## src/hw/rtl/iirf_pkg.sv

```systemverilog
// Shared types and constants for the direct-form-I IIR filter.
package iirf_pkg;

  // Coefficient format: signed Q4.16
  localparam int COEF_W    = 20;
  localparam int COEF_REGS = 3;
  localparam logic signed [COEF_W-1:0] COEF_ONE = 20'sd65536;

  // Sample width on the item channels
  localparam int IO_W = 16;

  // APB side
  localparam int CFG_ADDR_W = 5;
  localparam int CFG_DATA_W = 32;

  // Register map, word index
  typedef enum logic [2:0] {
    REG_ZERO0 = 3'd0,
    REG_ZERO1 = 3'd1,
    REG_ZERO2 = 3'd2,
    REG_POLE0 = 3'd3,
    REG_POLE1 = 3'd4,
    REG_POLE2 = 3'd5
  } reg_idx_t;

  // Sequencer states
  typedef enum logic [2:0] {
    ST_IDLE,
    ST_MAC,
    ST_SETUP,
    ST_DIV,
    ST_FINISH
  } state_t;

endpackage

```

## src/hw/rtl/iirf_if.sv

```systemverilog
// Item channel interfaces for the IIR filter input and result streams.
interface iirf_in_if import iirf_pkg::*; ();
  logic                   valid;
  logic                   ready;
  logic signed [IO_W-1:0] sample_in;

  modport source (output valid, output sample_in, input ready);
  modport sink   (input valid, input sample_in, output ready);
endinterface

interface iirf_out_if import iirf_pkg::*; ();
  logic                   valid;
  logic                   ready;
  logic signed [IO_W-1:0] sample_out;
  logic                   clipped;
  logic                   invalid;

  modport source (output valid, output sample_out, output clipped, output invalid,
                  input ready);
  modport sink   (input valid, input sample_out, input clipped, input invalid,
                  output ready);
endinterface

```

## src/hw/rtl/iirf_div.sv

```systemverilog
// Restoring unsigned divider, one quotient bit per cycle.
module iirf_div import iirf_pkg::*; #(
  parameter int DVD_W = 38,
  parameter int DVS_W = 20
) (
  input  logic             clk,
  input  logic             rst_n,
  input  logic             start,
  input  logic [DVD_W-1:0] dividend,
  input  logic [DVS_W-1:0] divisor,
  output logic             done,
  output logic [DVD_W-1:0] quotient
);

  localparam int CNT_W = (DVD_W > 1) ? $clog2(DVD_W) : 1;

  logic             busy_r, busy_nxt;
  logic             done_r, done_nxt;
  logic [CNT_W-1:0] cnt_r, cnt_nxt;
  logic [DVD_W-1:0] quo_r, quo_nxt;
  logic [DVS_W:0]   rem_r, rem_nxt;
  logic [DVS_W-1:0] dvs_r, dvs_nxt;

  logic [DVS_W:0]   rem_sh;
  logic             fits;

  // One shift-subtract step
  assign rem_sh = {rem_r[DVS_W-1:0], quo_r[DVD_W-1]};
  assign fits   = (rem_sh >= {1'b0, dvs_r});

  always_comb begin
    busy_nxt = busy_r;
    done_nxt = 1'b0;
    cnt_nxt  = cnt_r;
    quo_nxt  = quo_r;
    rem_nxt  = rem_r;
    dvs_nxt  = dvs_r;
    if (start) begin
      busy_nxt = 1'b1;
      cnt_nxt  = '0;
      quo_nxt  = dividend;
      rem_nxt  = '0;
      dvs_nxt  = divisor;
    end else if (busy_r) begin
      quo_nxt = {quo_r[DVD_W-2:0], fits};
      rem_nxt = fits ? (rem_sh - {1'b0, dvs_r}) : rem_sh;
      cnt_nxt = cnt_r + CNT_W'(1);
      if (cnt_r == CNT_W'(DVD_W - 1)) begin
        busy_nxt = 1'b0;
        done_nxt = 1'b1;
      end
    end
  end

  // Control state
  always_ff @(posedge clk) begin
    if (!rst_n) begin
      busy_r <= 1'b0;
      done_r <= 1'b0;
      cnt_r  <= '0;
    end else begin
      busy_r <= busy_nxt;
      done_r <= done_nxt;
      cnt_r  <= cnt_nxt;
    end
  end

  // Datapath
  always_ff @(posedge clk) begin
    quo_r <= quo_nxt;
    rem_r <= rem_nxt;
    dvs_r <= dvs_nxt;
  end

  assign done     = done_r;
  assign quotient = quo_r;

  // Divider signals done only after a running division, never while idle
  a_done_after_busy: assert property (@(posedge clk) disable iff (!rst_n)
    done_r |-> $past(busy_r))
    else $error("divider done without a running division");

  a_no_restart: assert property (@(posedge clk) disable iff (!rst_n)
    start |-> !busy_r)
    else $error("divider started while busy");

  a_done_pulse: assert property (@(posedge clk) disable iff (!rst_n)
    done_r |=> !done_r)
    else $error("divider done held longer than one cycle");

endmodule

```

## src/hw/rtl/iir_direct_form_filter.sv

```systemverilog
// Top level: direct-form-I IIR filter with APB coefficient registers.
//
// Usage:
//   in_if  (sink)   : one signed sample per item, valid/ready handshake.
//   out_if (source) : one result item per input item: saturated sample,
//                     clipped flag and sticky invalid flag.
//   APB port        : six 20-bit Q4.16 coefficients at byte address 4*i
//                     (zero_coef_0..2, pole_coef_0..2); write only when idle.
// Timing: one item at a time. An item passes through multiply-accumulate
//   on one shared multiplier over the active taps (NT = number of active
//   taps, 5 for a biquad), a setup state, the divide state, which builds the
//   quotient bit by bit and ends on the divider's done strobe, and a finish
//   state that writes the result once the output register is free.
//   A zero pole_coef_0, or an invalid flag already set, skips the divide.
// Reset (synchronous, rst_n low): histories and invalid flag cleared,
//   coefficients back to the unity pass-through filter, no result pending.
// Stall: the result sits in an output register; the next item is accepted
//   while it waits, but its result is held until the register is taken.
module iir_direct_form_filter import iirf_pkg::*; #(
  parameter int ZERO_TAPS   = 3,
  parameter int POLE_TAPS   = 3,
  parameter int SAMPLE_BITS = 16
) (
  input  logic                  clk,
  input  logic                  rst_n,
  iirf_in_if.sink               in_if,
  iirf_out_if.source            out_if,
  input  logic                  psel,
  input  logic                  penable,
  input  logic                  pwrite,
  input  logic [CFG_ADDR_W-1:0] paddr,
  input  logic [CFG_DATA_W-1:0] pwdata,
  output logic [CFG_DATA_W-1:0] prdata,
  output logic                  pready
);

  localparam int SB     = SAMPLE_BITS;
  // Taps past the register file have zero coefficients and are dropped
  localparam int NZ     = (ZERO_TAPS < COEF_REGS) ? ZERO_TAPS : COEF_REGS;
  localparam int NP     = (POLE_TAPS < COEF_REGS) ? POLE_TAPS : COEF_REGS;
  localparam int NZH    = (NZ > 1) ? NZ - 1 : 1;
  localparam int NPH    = (NP > 1) ? NP - 1 : 1;
  localparam int NT     = NZ + NP - 1;
  localparam int CNT_W  = $clog2(NT + 1);
  localparam int PROD_W = COEF_W + SB;
  localparam int ACC_W  = COEF_W + SB + 3;
  localparam int DVD_W  = ACC_W - 1;
  localparam logic [DVD_W-1:0] POS_LIM = DVD_W'((64'd1 << (SB - 1)) - 64'd1);
  localparam logic [DVD_W-1:0] NEG_LIM = DVD_W'(64'd1 << (SB - 1));
  localparam logic signed [SB-1:0] SMAX = {1'b0, {(SB-1){1'b1}}};
  localparam logic signed [SB-1:0] SMIN = {1'b1, {(SB-1){1'b0}}};

  state_t state_r, state_nxt;

  logic signed [COEF_W-1:0] zc_r [COEF_REGS];
  logic signed [COEF_W-1:0] pc_r [COEF_REGS];
  logic signed [SB-1:0]     xh_r [NZH];
  logic signed [SB-1:0]     yh_r [NPH];

  logic signed [SB-1:0]     x_r, x_nxt;
  logic [CNT_W-1:0]         cnt_r, cnt_nxt;
  logic signed [PROD_W-1:0] prod_r, prod_nxt;
  logic                     psub_r, psub_nxt;
  logic signed [ACC_W-1:0]  acc_r, acc_nxt;
  logic                     neg_r, neg_nxt;
  logic                     inv_r, inv_nxt;

  logic                     out_valid_r, out_valid_nxt;
  logic signed [IO_W-1:0]   out_sample_r, out_sample_nxt;
  logic                     out_clip_r, out_clip_nxt;
  logic                     out_inv_r, out_inv_nxt;

  logic                     in_acc;
  logic                     out_free;
  logic                     div_start;
  logic                     div_done;
  logic [DVD_W-1:0]         div_quo;
  logic [DVD_W-1:0]         acc_mag;
  logic [COEF_W-1:0]        pc0_mag;
  logic signed [COEF_W-1:0] coef_sel;
  logic signed [SB-1:0]     op_sel;
  logic                     sub_sel;
  logic                     q_over;
  logic signed [SB-1:0]     q_val;
  logic signed [SB-1:0]     y_fin;
  logic                     clip_fin;
  logic                     cfg_wr;
  reg_idx_t                 cfg_idx;

  // ---------------- configuration port ----------------
  assign pready  = 1'b1;
  assign cfg_wr  = psel && penable && pwrite;
  assign cfg_idx = reg_idx_t'(paddr[4:2]);

  always_ff @(posedge clk) begin
    if (!rst_n) begin
      zc_r[0] <= COEF_ONE;
      zc_r[1] <= '0;
      zc_r[2] <= '0;
      pc_r[0] <= COEF_ONE;
      pc_r[1] <= '0;
      pc_r[2] <= '0;
    end else if (cfg_wr) begin
      unique case (cfg_idx)
        REG_ZERO0: zc_r[0] <= pwdata[COEF_W-1:0];
        REG_ZERO1: zc_r[1] <= pwdata[COEF_W-1:0];
        REG_ZERO2: zc_r[2] <= pwdata[COEF_W-1:0];
        REG_POLE0: pc_r[0] <= pwdata[COEF_W-1:0];
        REG_POLE1: pc_r[1] <= pwdata[COEF_W-1:0];
        REG_POLE2: pc_r[2] <= pwdata[COEF_W-1:0];
        default: ;
      endcase
    end
  end

  // Readback, sign-extended
  always_comb begin
    unique case (cfg_idx)
      REG_ZERO0: prdata = CFG_DATA_W'(zc_r[0]);
      REG_ZERO1: prdata = CFG_DATA_W'(zc_r[1]);
      REG_ZERO2: prdata = CFG_DATA_W'(zc_r[2]);
      REG_POLE0: prdata = CFG_DATA_W'(pc_r[0]);
      REG_POLE1: prdata = CFG_DATA_W'(pc_r[1]);
      REG_POLE2: prdata = CFG_DATA_W'(pc_r[2]);
      default:   prdata = '0;
    endcase
  end

  // ---------------- sequencer ----------------
  assign in_acc   = in_if.valid && in_if.ready;
  assign out_free = !out_valid_r || out_if.ready;
  assign inv_nxt  = (state_r == ST_SETUP) ? (inv_r || (pc_r[0] == '0)) : inv_r;

  always_comb begin
    state_nxt = state_r;
    unique case (state_r)
      ST_IDLE:   if (in_acc) state_nxt = ST_MAC;
      ST_MAC:    if (cnt_r == CNT_W'(NT)) state_nxt = ST_SETUP;
      ST_SETUP:  state_nxt = inv_nxt ? ST_FINISH : ST_DIV;
      ST_DIV:    if (div_done) state_nxt = ST_FINISH;
      ST_FINISH: if (out_free) state_nxt = ST_IDLE;
      default:   state_nxt = ST_IDLE;
    endcase
  end

  always_comb begin
    in_if.ready = (state_r == ST_IDLE);
    div_start   = (state_r == ST_SETUP) && !inv_nxt;
  end

  // Tap select for the shared multiplier
  always_comb begin
    coef_sel = '0;
    op_sel   = '0;
    sub_sel  = 1'b0;
    for (int k = 0; k < NT; k++) begin
      if (cnt_r == CNT_W'(k)) begin
        if (k < NZ) begin
          coef_sel = zc_r[(k < NZ) ? k : 0];
          op_sel   = (k == 0) ? x_r : xh_r[(k > 0 && k < NZ) ? k - 1 : 0];
        end else begin
          coef_sel = pc_r[(k >= NZ) ? k - NZ + 1 : 0];
          op_sel   = yh_r[(k >= NZ) ? k - NZ : 0];
          sub_sel  = 1'b1;
        end
      end
    end
  end

  // Magnitudes for the divider
  assign acc_mag = acc_r[ACC_W-1] ? DVD_W'(-acc_r) : DVD_W'(acc_r);
  assign pc0_mag = pc_r[0][COEF_W-1] ? COEF_W'(-pc_r[0]) : COEF_W'(pc_r[0]);

  // Quotient sign and saturation
  assign q_over   = neg_r ? (div_quo > NEG_LIM) : (div_quo > POS_LIM);
  assign q_val    = neg_r ? -$signed(div_quo[SB-1:0]) : $signed(div_quo[SB-1:0]);
  assign y_fin    = inv_r ? '0 : (q_over ? (neg_r ? SMIN : SMAX) : q_val);
  assign clip_fin = !inv_r && q_over;

  // Datapath next values
  always_comb begin
    x_nxt          = x_r;
    cnt_nxt        = cnt_r;
    prod_nxt       = prod_r;
    psub_nxt       = psub_r;
    acc_nxt        = acc_r;
    neg_nxt        = neg_r;
    out_valid_nxt  = out_valid_r && !out_if.ready;
    out_sample_nxt = out_sample_r;
    out_clip_nxt   = out_clip_r;
    out_inv_nxt    = out_inv_r;
    unique case (state_r)
      ST_IDLE: begin
        x_nxt   = $signed(SB'($unsigned(in_if.sample_in)));
        cnt_nxt = '0;
        acc_nxt = '0;
      end
      ST_MAC: begin
        cnt_nxt  = cnt_r + CNT_W'(1);
        prod_nxt = coef_sel * op_sel;
        psub_nxt = sub_sel;
        if (cnt_r != '0) begin
          acc_nxt = psub_r ? acc_r - ACC_W'(prod_r) : acc_r + ACC_W'(prod_r);
        end
      end
      ST_SETUP: begin
        neg_nxt = acc_r[ACC_W-1] ^ pc_r[0][COEF_W-1];
      end
      ST_DIV: ;
      ST_FINISH: begin
        if (out_free) begin
          out_valid_nxt  = 1'b1;
          out_sample_nxt = IO_W'(y_fin);
          out_clip_nxt   = clip_fin;
          out_inv_nxt    = inv_r;
        end
      end
      default: ;
    endcase
  end

  // Control state
  always_ff @(posedge clk) begin
    if (!rst_n) begin
      state_r     <= ST_IDLE;
      cnt_r       <= '0;
      inv_r       <= 1'b0;
      out_valid_r <= 1'b0;
    end else begin
      state_r     <= state_nxt;
      cnt_r       <= cnt_nxt;
      inv_r       <= inv_nxt;
      out_valid_r <= out_valid_nxt;
    end
  end

  // Payload registers
  always_ff @(posedge clk) begin
    x_r          <= x_nxt;
    prod_r       <= prod_nxt;
    psub_r       <= psub_nxt;
    acc_r        <= acc_nxt;
    neg_r        <= neg_nxt;
    out_sample_r <= out_sample_nxt;
    out_clip_r   <= out_clip_nxt;
    out_inv_r    <= out_inv_nxt;
  end

  // Sample histories, shifted when a result is written
  always_ff @(posedge clk) begin
    if (!rst_n) begin
      for (int k = 0; k < NZH; k++) xh_r[k] <= '0;
      for (int k = 0; k < NPH; k++) yh_r[k] <= '0;
    end else if (state_r == ST_FINISH && out_free) begin
      for (int k = NZH - 1; k > 0; k--) xh_r[k] <= xh_r[k-1];
      for (int k = NPH - 1; k > 0; k--) yh_r[k] <= yh_r[k-1];
      xh_r[0] <= x_r;
      yh_r[0] <= y_fin;
    end
  end

  // Divider: accumulator magnitude by pole_coef_0 magnitude
  iirf_div #(
    .DVD_W (DVD_W),
    .DVS_W (COEF_W)
  ) u_div (
    .clk      (clk),
    .rst_n    (rst_n),
    .start    (div_start),
    .dividend (acc_mag),
    .divisor  (pc0_mag),
    .done     (div_done),
    .quotient (div_quo)
  );

  assign out_if.valid      = out_valid_r;
  assign out_if.sample_out = out_sample_r;
  assign out_if.clipped    = out_clip_r;
  assign out_if.invalid    = out_inv_r;

  // ---------------- assertions ----------------
  a_inv_sticky: assert property (@(posedge clk) disable iff (!rst_n)
    !$fell(inv_r))
    else $error("invalid flag cleared without reset");

  a_inv_output: assert property (@(posedge clk) disable iff (!rst_n)
    out_if.valid && out_if.invalid |-> out_if.sample_out == '0 && !out_if.clipped)
    else $error("invalid result carries data");

  a_busy_after_accept: assert property (@(posedge clk) disable iff (!rst_n)
    in_acc |=> !in_if.ready)
    else $error("second item accepted while busy");

  a_div_done_state: assert property (@(posedge clk) disable iff (!rst_n)
    div_done |-> state_r == ST_DIV)
    else $error("divider finished outside divide state");

endmodule
```

## src/flat_wrapper.sv

```systemverilog
// flat-port wrapper written by rule: the top's interface ports become plain ports
module iir_direct_form_filter_flat import iirf_pkg::*;
#(
  parameter int ZERO_TAPS   = 3,
  parameter int POLE_TAPS   = 3,
  parameter int SAMPLE_BITS = 16
)
  (clk, rst_n, psel, penable, pwrite, paddr, pwdata, prdata, pready, in_if_valid, in_if_sample_in, in_if_ready, out_if_valid, out_if_sample_out, out_if_clipped, out_if_invalid, out_if_ready);
  iirf_in_if in_if_i ();
  iirf_out_if out_if_i ();
  input  logic clk;
  input  logic rst_n;
  input  logic psel;
  input  logic penable;
  input  logic pwrite;
  input  logic [CFG_ADDR_W-1:0] paddr;
  input  logic [CFG_DATA_W-1:0] pwdata;
  output logic [CFG_DATA_W-1:0] prdata;
  output logic pready;
  input wire logic [$bits(in_if_i.valid)-1:0] in_if_valid;
  input wire logic [$bits(in_if_i.sample_in)-1:0] in_if_sample_in;
  output wire logic [$bits(in_if_i.ready)-1:0] in_if_ready;
  output wire logic [$bits(out_if_i.valid)-1:0] out_if_valid;
  output wire logic [$bits(out_if_i.sample_out)-1:0] out_if_sample_out;
  output wire logic [$bits(out_if_i.clipped)-1:0] out_if_clipped;
  output wire logic [$bits(out_if_i.invalid)-1:0] out_if_invalid;
  input wire logic [$bits(out_if_i.ready)-1:0] out_if_ready;
  assign in_if_i.valid = in_if_valid;
  assign in_if_i.sample_in = in_if_sample_in;
  assign in_if_ready = in_if_i.ready;
  assign out_if_valid = out_if_i.valid;
  assign out_if_sample_out = out_if_i.sample_out;
  assign out_if_clipped = out_if_i.clipped;
  assign out_if_invalid = out_if_i.invalid;
  assign out_if_i.ready = out_if_ready;
  iir_direct_form_filter #(.ZERO_TAPS(ZERO_TAPS), .POLE_TAPS(POLE_TAPS), .SAMPLE_BITS(SAMPLE_BITS)) u_core (.clk(clk), .rst_n(rst_n), .in_if(in_if_i), .out_if(out_if_i), .psel(psel), .penable(penable), .pwrite(pwrite), .paddr(paddr), .pwdata(pwdata), .prdata(prdata), .pready(pready));
endmodule
```

## config.mk

```make
export PLATFORM = sky130hd
export DESIGN_NAME = iir_direct_form_filter_flat
export DESIGN_NICKNAME = d
export VERILOG_FILES = /design/src/hw/rtl/iirf_pkg.sv /design/src/hw/rtl/iirf_if.sv /design/src/hw/rtl/iirf_div.sv /design/src/hw/rtl/iir_direct_form_filter.sv /design/src/flat_wrapper.sv
export SDC_FILE = /design/constraint.sdc
export NUM_CORES = 2
export LEC_CHECK = 0
export BUFFER_PORTS_ARGS = -buffer_cell sky130_fd_sc_hd__buf_2
export CELL_PAD_IN_SITES_DETAIL_PLACEMENT = 1
export CELL_PAD_IN_SITES_GLOBAL_PLACEMENT = 2
export CORE_MARGIN = 1
export CORE_UTILIZATION = 39
export CTS_CLUSTER_DIAMETER = 30
export DETAILED_ROUTE_END_ITERATION = 7
export GPL_TIMING_DRIVEN = 0
export MAX_ROUTING_LAYER = met4
export PLACE_DENSITY_LB_ADDON = 0.1
export SETUP_SLACK_MARGIN = 0.05
export SLEW_MARGIN = 0
export SYNTH_ARGS = -nofsm -noshare
export SYNTH_HDL_FRONTEND = slang
export SYNTH_HIERARCHICAL = 1
export SYNTH_SLANG_ARGS = --single-unit
```

## constraint.sdc

```tcl
create_clock -name clk -period 10.3 [get_ports clk]
set_input_delay 2.06 -clock clk [delete_from_list [all_inputs] [get_ports clk]]
set_output_delay 2.06 -clock clk [all_outputs]
set_load 0.1 [all_outputs]
```

==> results.yml <==
run_status:
  status: "complete, no violations"
setup_path:
  path_max_fanout: 10
  path_class: "flop to flop"
  worstRegToRegCells: 27
  timing.rr.start: "u_core/cnt_r[2]"
  rrSetupSlack_ns: 0.30
  cp.required_ns: 10.71
  cp-end-kind: "flop"
  cp.arrival_ns: 10.41
  regToRegEndpoint: "u_core/prod_r[35]"
  worstSetupStartpointType: "flop"
place:
  place_congestion: 0.922
  numPortBuffers: 96
  post-place-ws_ns: -1.13
  hpwl_mm: 88.6
final_layout:
  nets: 4084
  layout-drive-gt1-share: 0.114
  fill_cells: 9342
  synthToLayoutAreaGrowth_pct: 17.9
  num_antenna_cells: 0
synthesis:
  synth-seq-area-share: 0.343
  synth_nets: 3872
  yosys.area.top_type_share: 0.321
  synth_ff_type: "edfxtp_1"
  synthCells: 3333
  yosys_warnings: 6
  yosys.area.top_type: "edfxtp_1"
  netlist_area_sq_mm: 0.0330
  ys_types: 82
  ys_async_sr_fraction: 0
  netlist_top_cells_area: "edfxtp_1 (32%), fa_1 (19%), ha_1 (6.0%)"
  synth-seq-cells: 389
  synth_area_per_cell_sq_um: 9.92
  synth_edf_count: 353
global_routing:
  grt_pass1_wl_mm: 170
  track_usage: 0.269
  antenna_found_initial: 1
  grt_max_degree: 43
  grt.overflow.total: 0
  grt_pass1_vias: 27800
job:
  max_cap_viol_count: 0
route:
  first_pass_iters: 5
  wire_per_inst_microns: 23.2
  avgViaCountPerCell: 5.40
  drt_wl_total_mm: 111
  drc: 0
  num_vias: 25800
  antenna_left: 0
  drtIter0Drc: 1446
floorplanning:
  dieArea_sq_mm: 0.0859
  std_cell_rows: 106
  start_util: 0.394
  fp.coreArea_sq_mm: 0.0838
  die_w_microns: 293
  die_h_microns: 293
  boundaryPins: 113
sta:
  fin_ws_ns: 0.298
  post-route-min-period_ns: 10.00
  fmax_mhz: 100
  max_slew.worst_pin.slew_ns: 1.27
  hold_ws_ns: 0.492
  fin_skew_ns: 0.0392
  grt_setup_unrepaired: "yes"
  tns_ns: 0
  setup_violations: 0
  maxSlewViolCount: 0
  hold_viol: 0
  finalCritPeriodShare: 0.971
  max_slew_margin: 0.151
hold_path:
  hp-class: "flop to flop"
  min_to: "u_core/u_div/cnt_r[5]"
  holdPathStages: 2
  min_from: "u_core/u_div/cnt_r[5]"
clock_network:
  hold_buffers: 0
  clock_latency_ns: 0.66
  cts_tree: "done"
  cts.htree.levels: 3
  clock_path_buffers: 3
  clk_pin_slew_worst_paths_ns: 0.05
  root_buffer: "clkbuf_16"
  cts_sinks: 389
  cts_buffers: 99
-- stage by stage --
| step | utilization | area [sq um] | std cells |
|---|---|---|---|
| after global placement | 0.417 | 34900 | 4563 |
| after floorplan | - | 33000 | 3333 |
| after global routing | 0.465 | 39000 | 4765 |
| final | 0.465 | 39000 | 4765 |
| after detailed placement | 0.421 | 35300 | 4577 |
| after CTS | 0.464 | 38900 | 4764 |
-- logic make-up (layout without fill, tap and decap cells) --
logic type                 Yosys count  count (layout)  synth area share
and+or+nand+nor                   1017            1017             0.145
buffers and inverters              617             915            0.0728
AOI/OAI and AO/OA                  594             594             0.120
adders and majority gates          479             479             0.254
DFF                                389             389             0.343
xor gates and xnor gates           183             183            0.0485
muxes                               53              53            0.0175
other                                1               1          0.000113
-- registers in the layout, indices dropped and copies added, names as in the netlist, 6 cells and up --
name                      flops
u_core/out_if.sample_out     16
u_core/pc_r                  60
u_core/acc_r                 39
u_core/u_div/dvs_r           20
u_core/prod_r                36
u_core/xh_r                  32
u_core/u_div/quotient        38
u_core/yh_r                  32
u_core/x_r                   16
u_core/zc_r                  60
u_core/u_div/cnt_r            6
u_core/u_div/rem_r           20
-- worst max-delay path, cell delays in order, from the launching register on --
cell,delay (ns)
dfxtp_1,0.29
clkbuf_1,0.19
inv_1,0.19
ha_1,0.18
clkbuf_1,0.52
buf_1,0.64
clkbuf_1,0.64
a21oi_1,0.30
a21oi_2,0.72
nand2_1,0.16
fa_1,0.54
fa_1,0.45
fa_1,0.52
inv_1,0.05
fa_1,0.50
fa_1,0.56
inv_1,0.06
fa_1,0.52
inv_1,0.04
ha_1,0.35
nand2_1,0.10
o21ai_0,0.33
nand2_1,0.17
a211o_1,0.34
a211oi_1,0.61
o221ai_1,0.30
a21oi_1,0.23
xnor2_1,0.25
-- cell type report --
cell class	count	area, sq um	area share
sequential	389	11300	0.291
buffer	151	673	0.0173
clock inverter	77	931	0.0239
timing repair buffer	111	744	0.0191
inverter	466	1750	0.0449
multi-input combinational	2327	19600	0.502
clock buffer	110	2560	0.0657
tap	1134	1420	0.0364
-- synthesized netlist by cell type, types with 11 or more instances --
cell type and count:
inv_1 466, edfxtp_1 353, nor2_1 351, fa_1 320
nand2_1 276, a21oi_1 183, ha_1 159, xnor2_1 145
clkbuf_1 117, o21ai_0 89, nor3_1 76, and2_1 75
a22oi_1 60, and3_1 57, a21o_1 52, xor2_1 38
a221oi_1 37, mux2_2 37, dfxtp_1 36, nand3_1 35
a211oi_1 31, nand2b_1 27, o31ai_1 24, nor4_1 18
nand4_1 17, nor2b_1 17, mux2i_1 16, o21a_1 15
o41ai_1 15, buf_1 14, buf_4 14, or3_1 11
-- repair_timing --
| item | in CTS | in global routing |
|---|---|---|
| pin swaps | 0 | 0 |
| endpoints found under the setup margin | 11 | 7 |
| buffers inserted | 0 | 1 |
| resized for setup | 20 | 22 |
-- worst max-delay path by stage --
| stage | startpoint | to |
|---|---|---|
| 2_1_floorplan | u_core/cnt_r[1] | u_core/prod_r[34] |
| 3_3_place_gp | u_core/cnt_r[1] | u_core/prod_r[34] |
| 3_5_place_dp | u_core/cnt_r[0] | u_core/prod_r[34] |
| 4_1_cts | u_core/cnt_r[0] | u_core/prod_r[34] |
| 5_1_grt | u_core/cnt_r[0] | u_core/prod_r[34] |
| 6_report | u_core/cnt_r[2] | u_core/prod_r[35] |
-- layer usage --
layer	GRT usage	up-vias	routed length, microns
met5	-	-	0
met4	0.0838	0	3260
met3	0.0512	171	6860
met2	0.420	695	50700
met1	0.355	13100	49900
li1	-	11800	-
-- placed cells by master, fill, tap and decap left out, types with 18 or more instances in the layout --
master | synthesis | final
a211oi_1 | 31 | 30
a21o_1 | 52 | 52
a21oi_1 | 183 | 167
a221oi_1 | 37 | 37
a22oi_1 | 60 | 60
and2_1 | 75 | 75
and3_1 | 57 | 57
buf_2 | 1 | 97
clkbuf_1 | 117 | 118
clkbuf_16 | 0 | 100
clkinv_2 | 0 | 23
dfxtp_1 | 36 | 36
edfxtp_1 | 353 | 353
fa_1 | 320 | 319
ha_1 | 159 | 159
inv_1 | 466 | 465
mux2_2 | 37 | 37
nand2_1 | 276 | 276
nand2b_1 | 27 | 27
nand3_1 | 35 | 35
nor2_1 | 351 | 351
nor3_1 | 76 | 75
nor4_1 | 18 | 18
o21ai_0 | 89 | 85
o31ai_1 | 24 | 22
xnor2_1 | 145 | 145
xor2_1 | 38 | 38
Power is not shown: default switching activity piles up to over one toggle a cycle in this logic, so the estimate is an artifact.
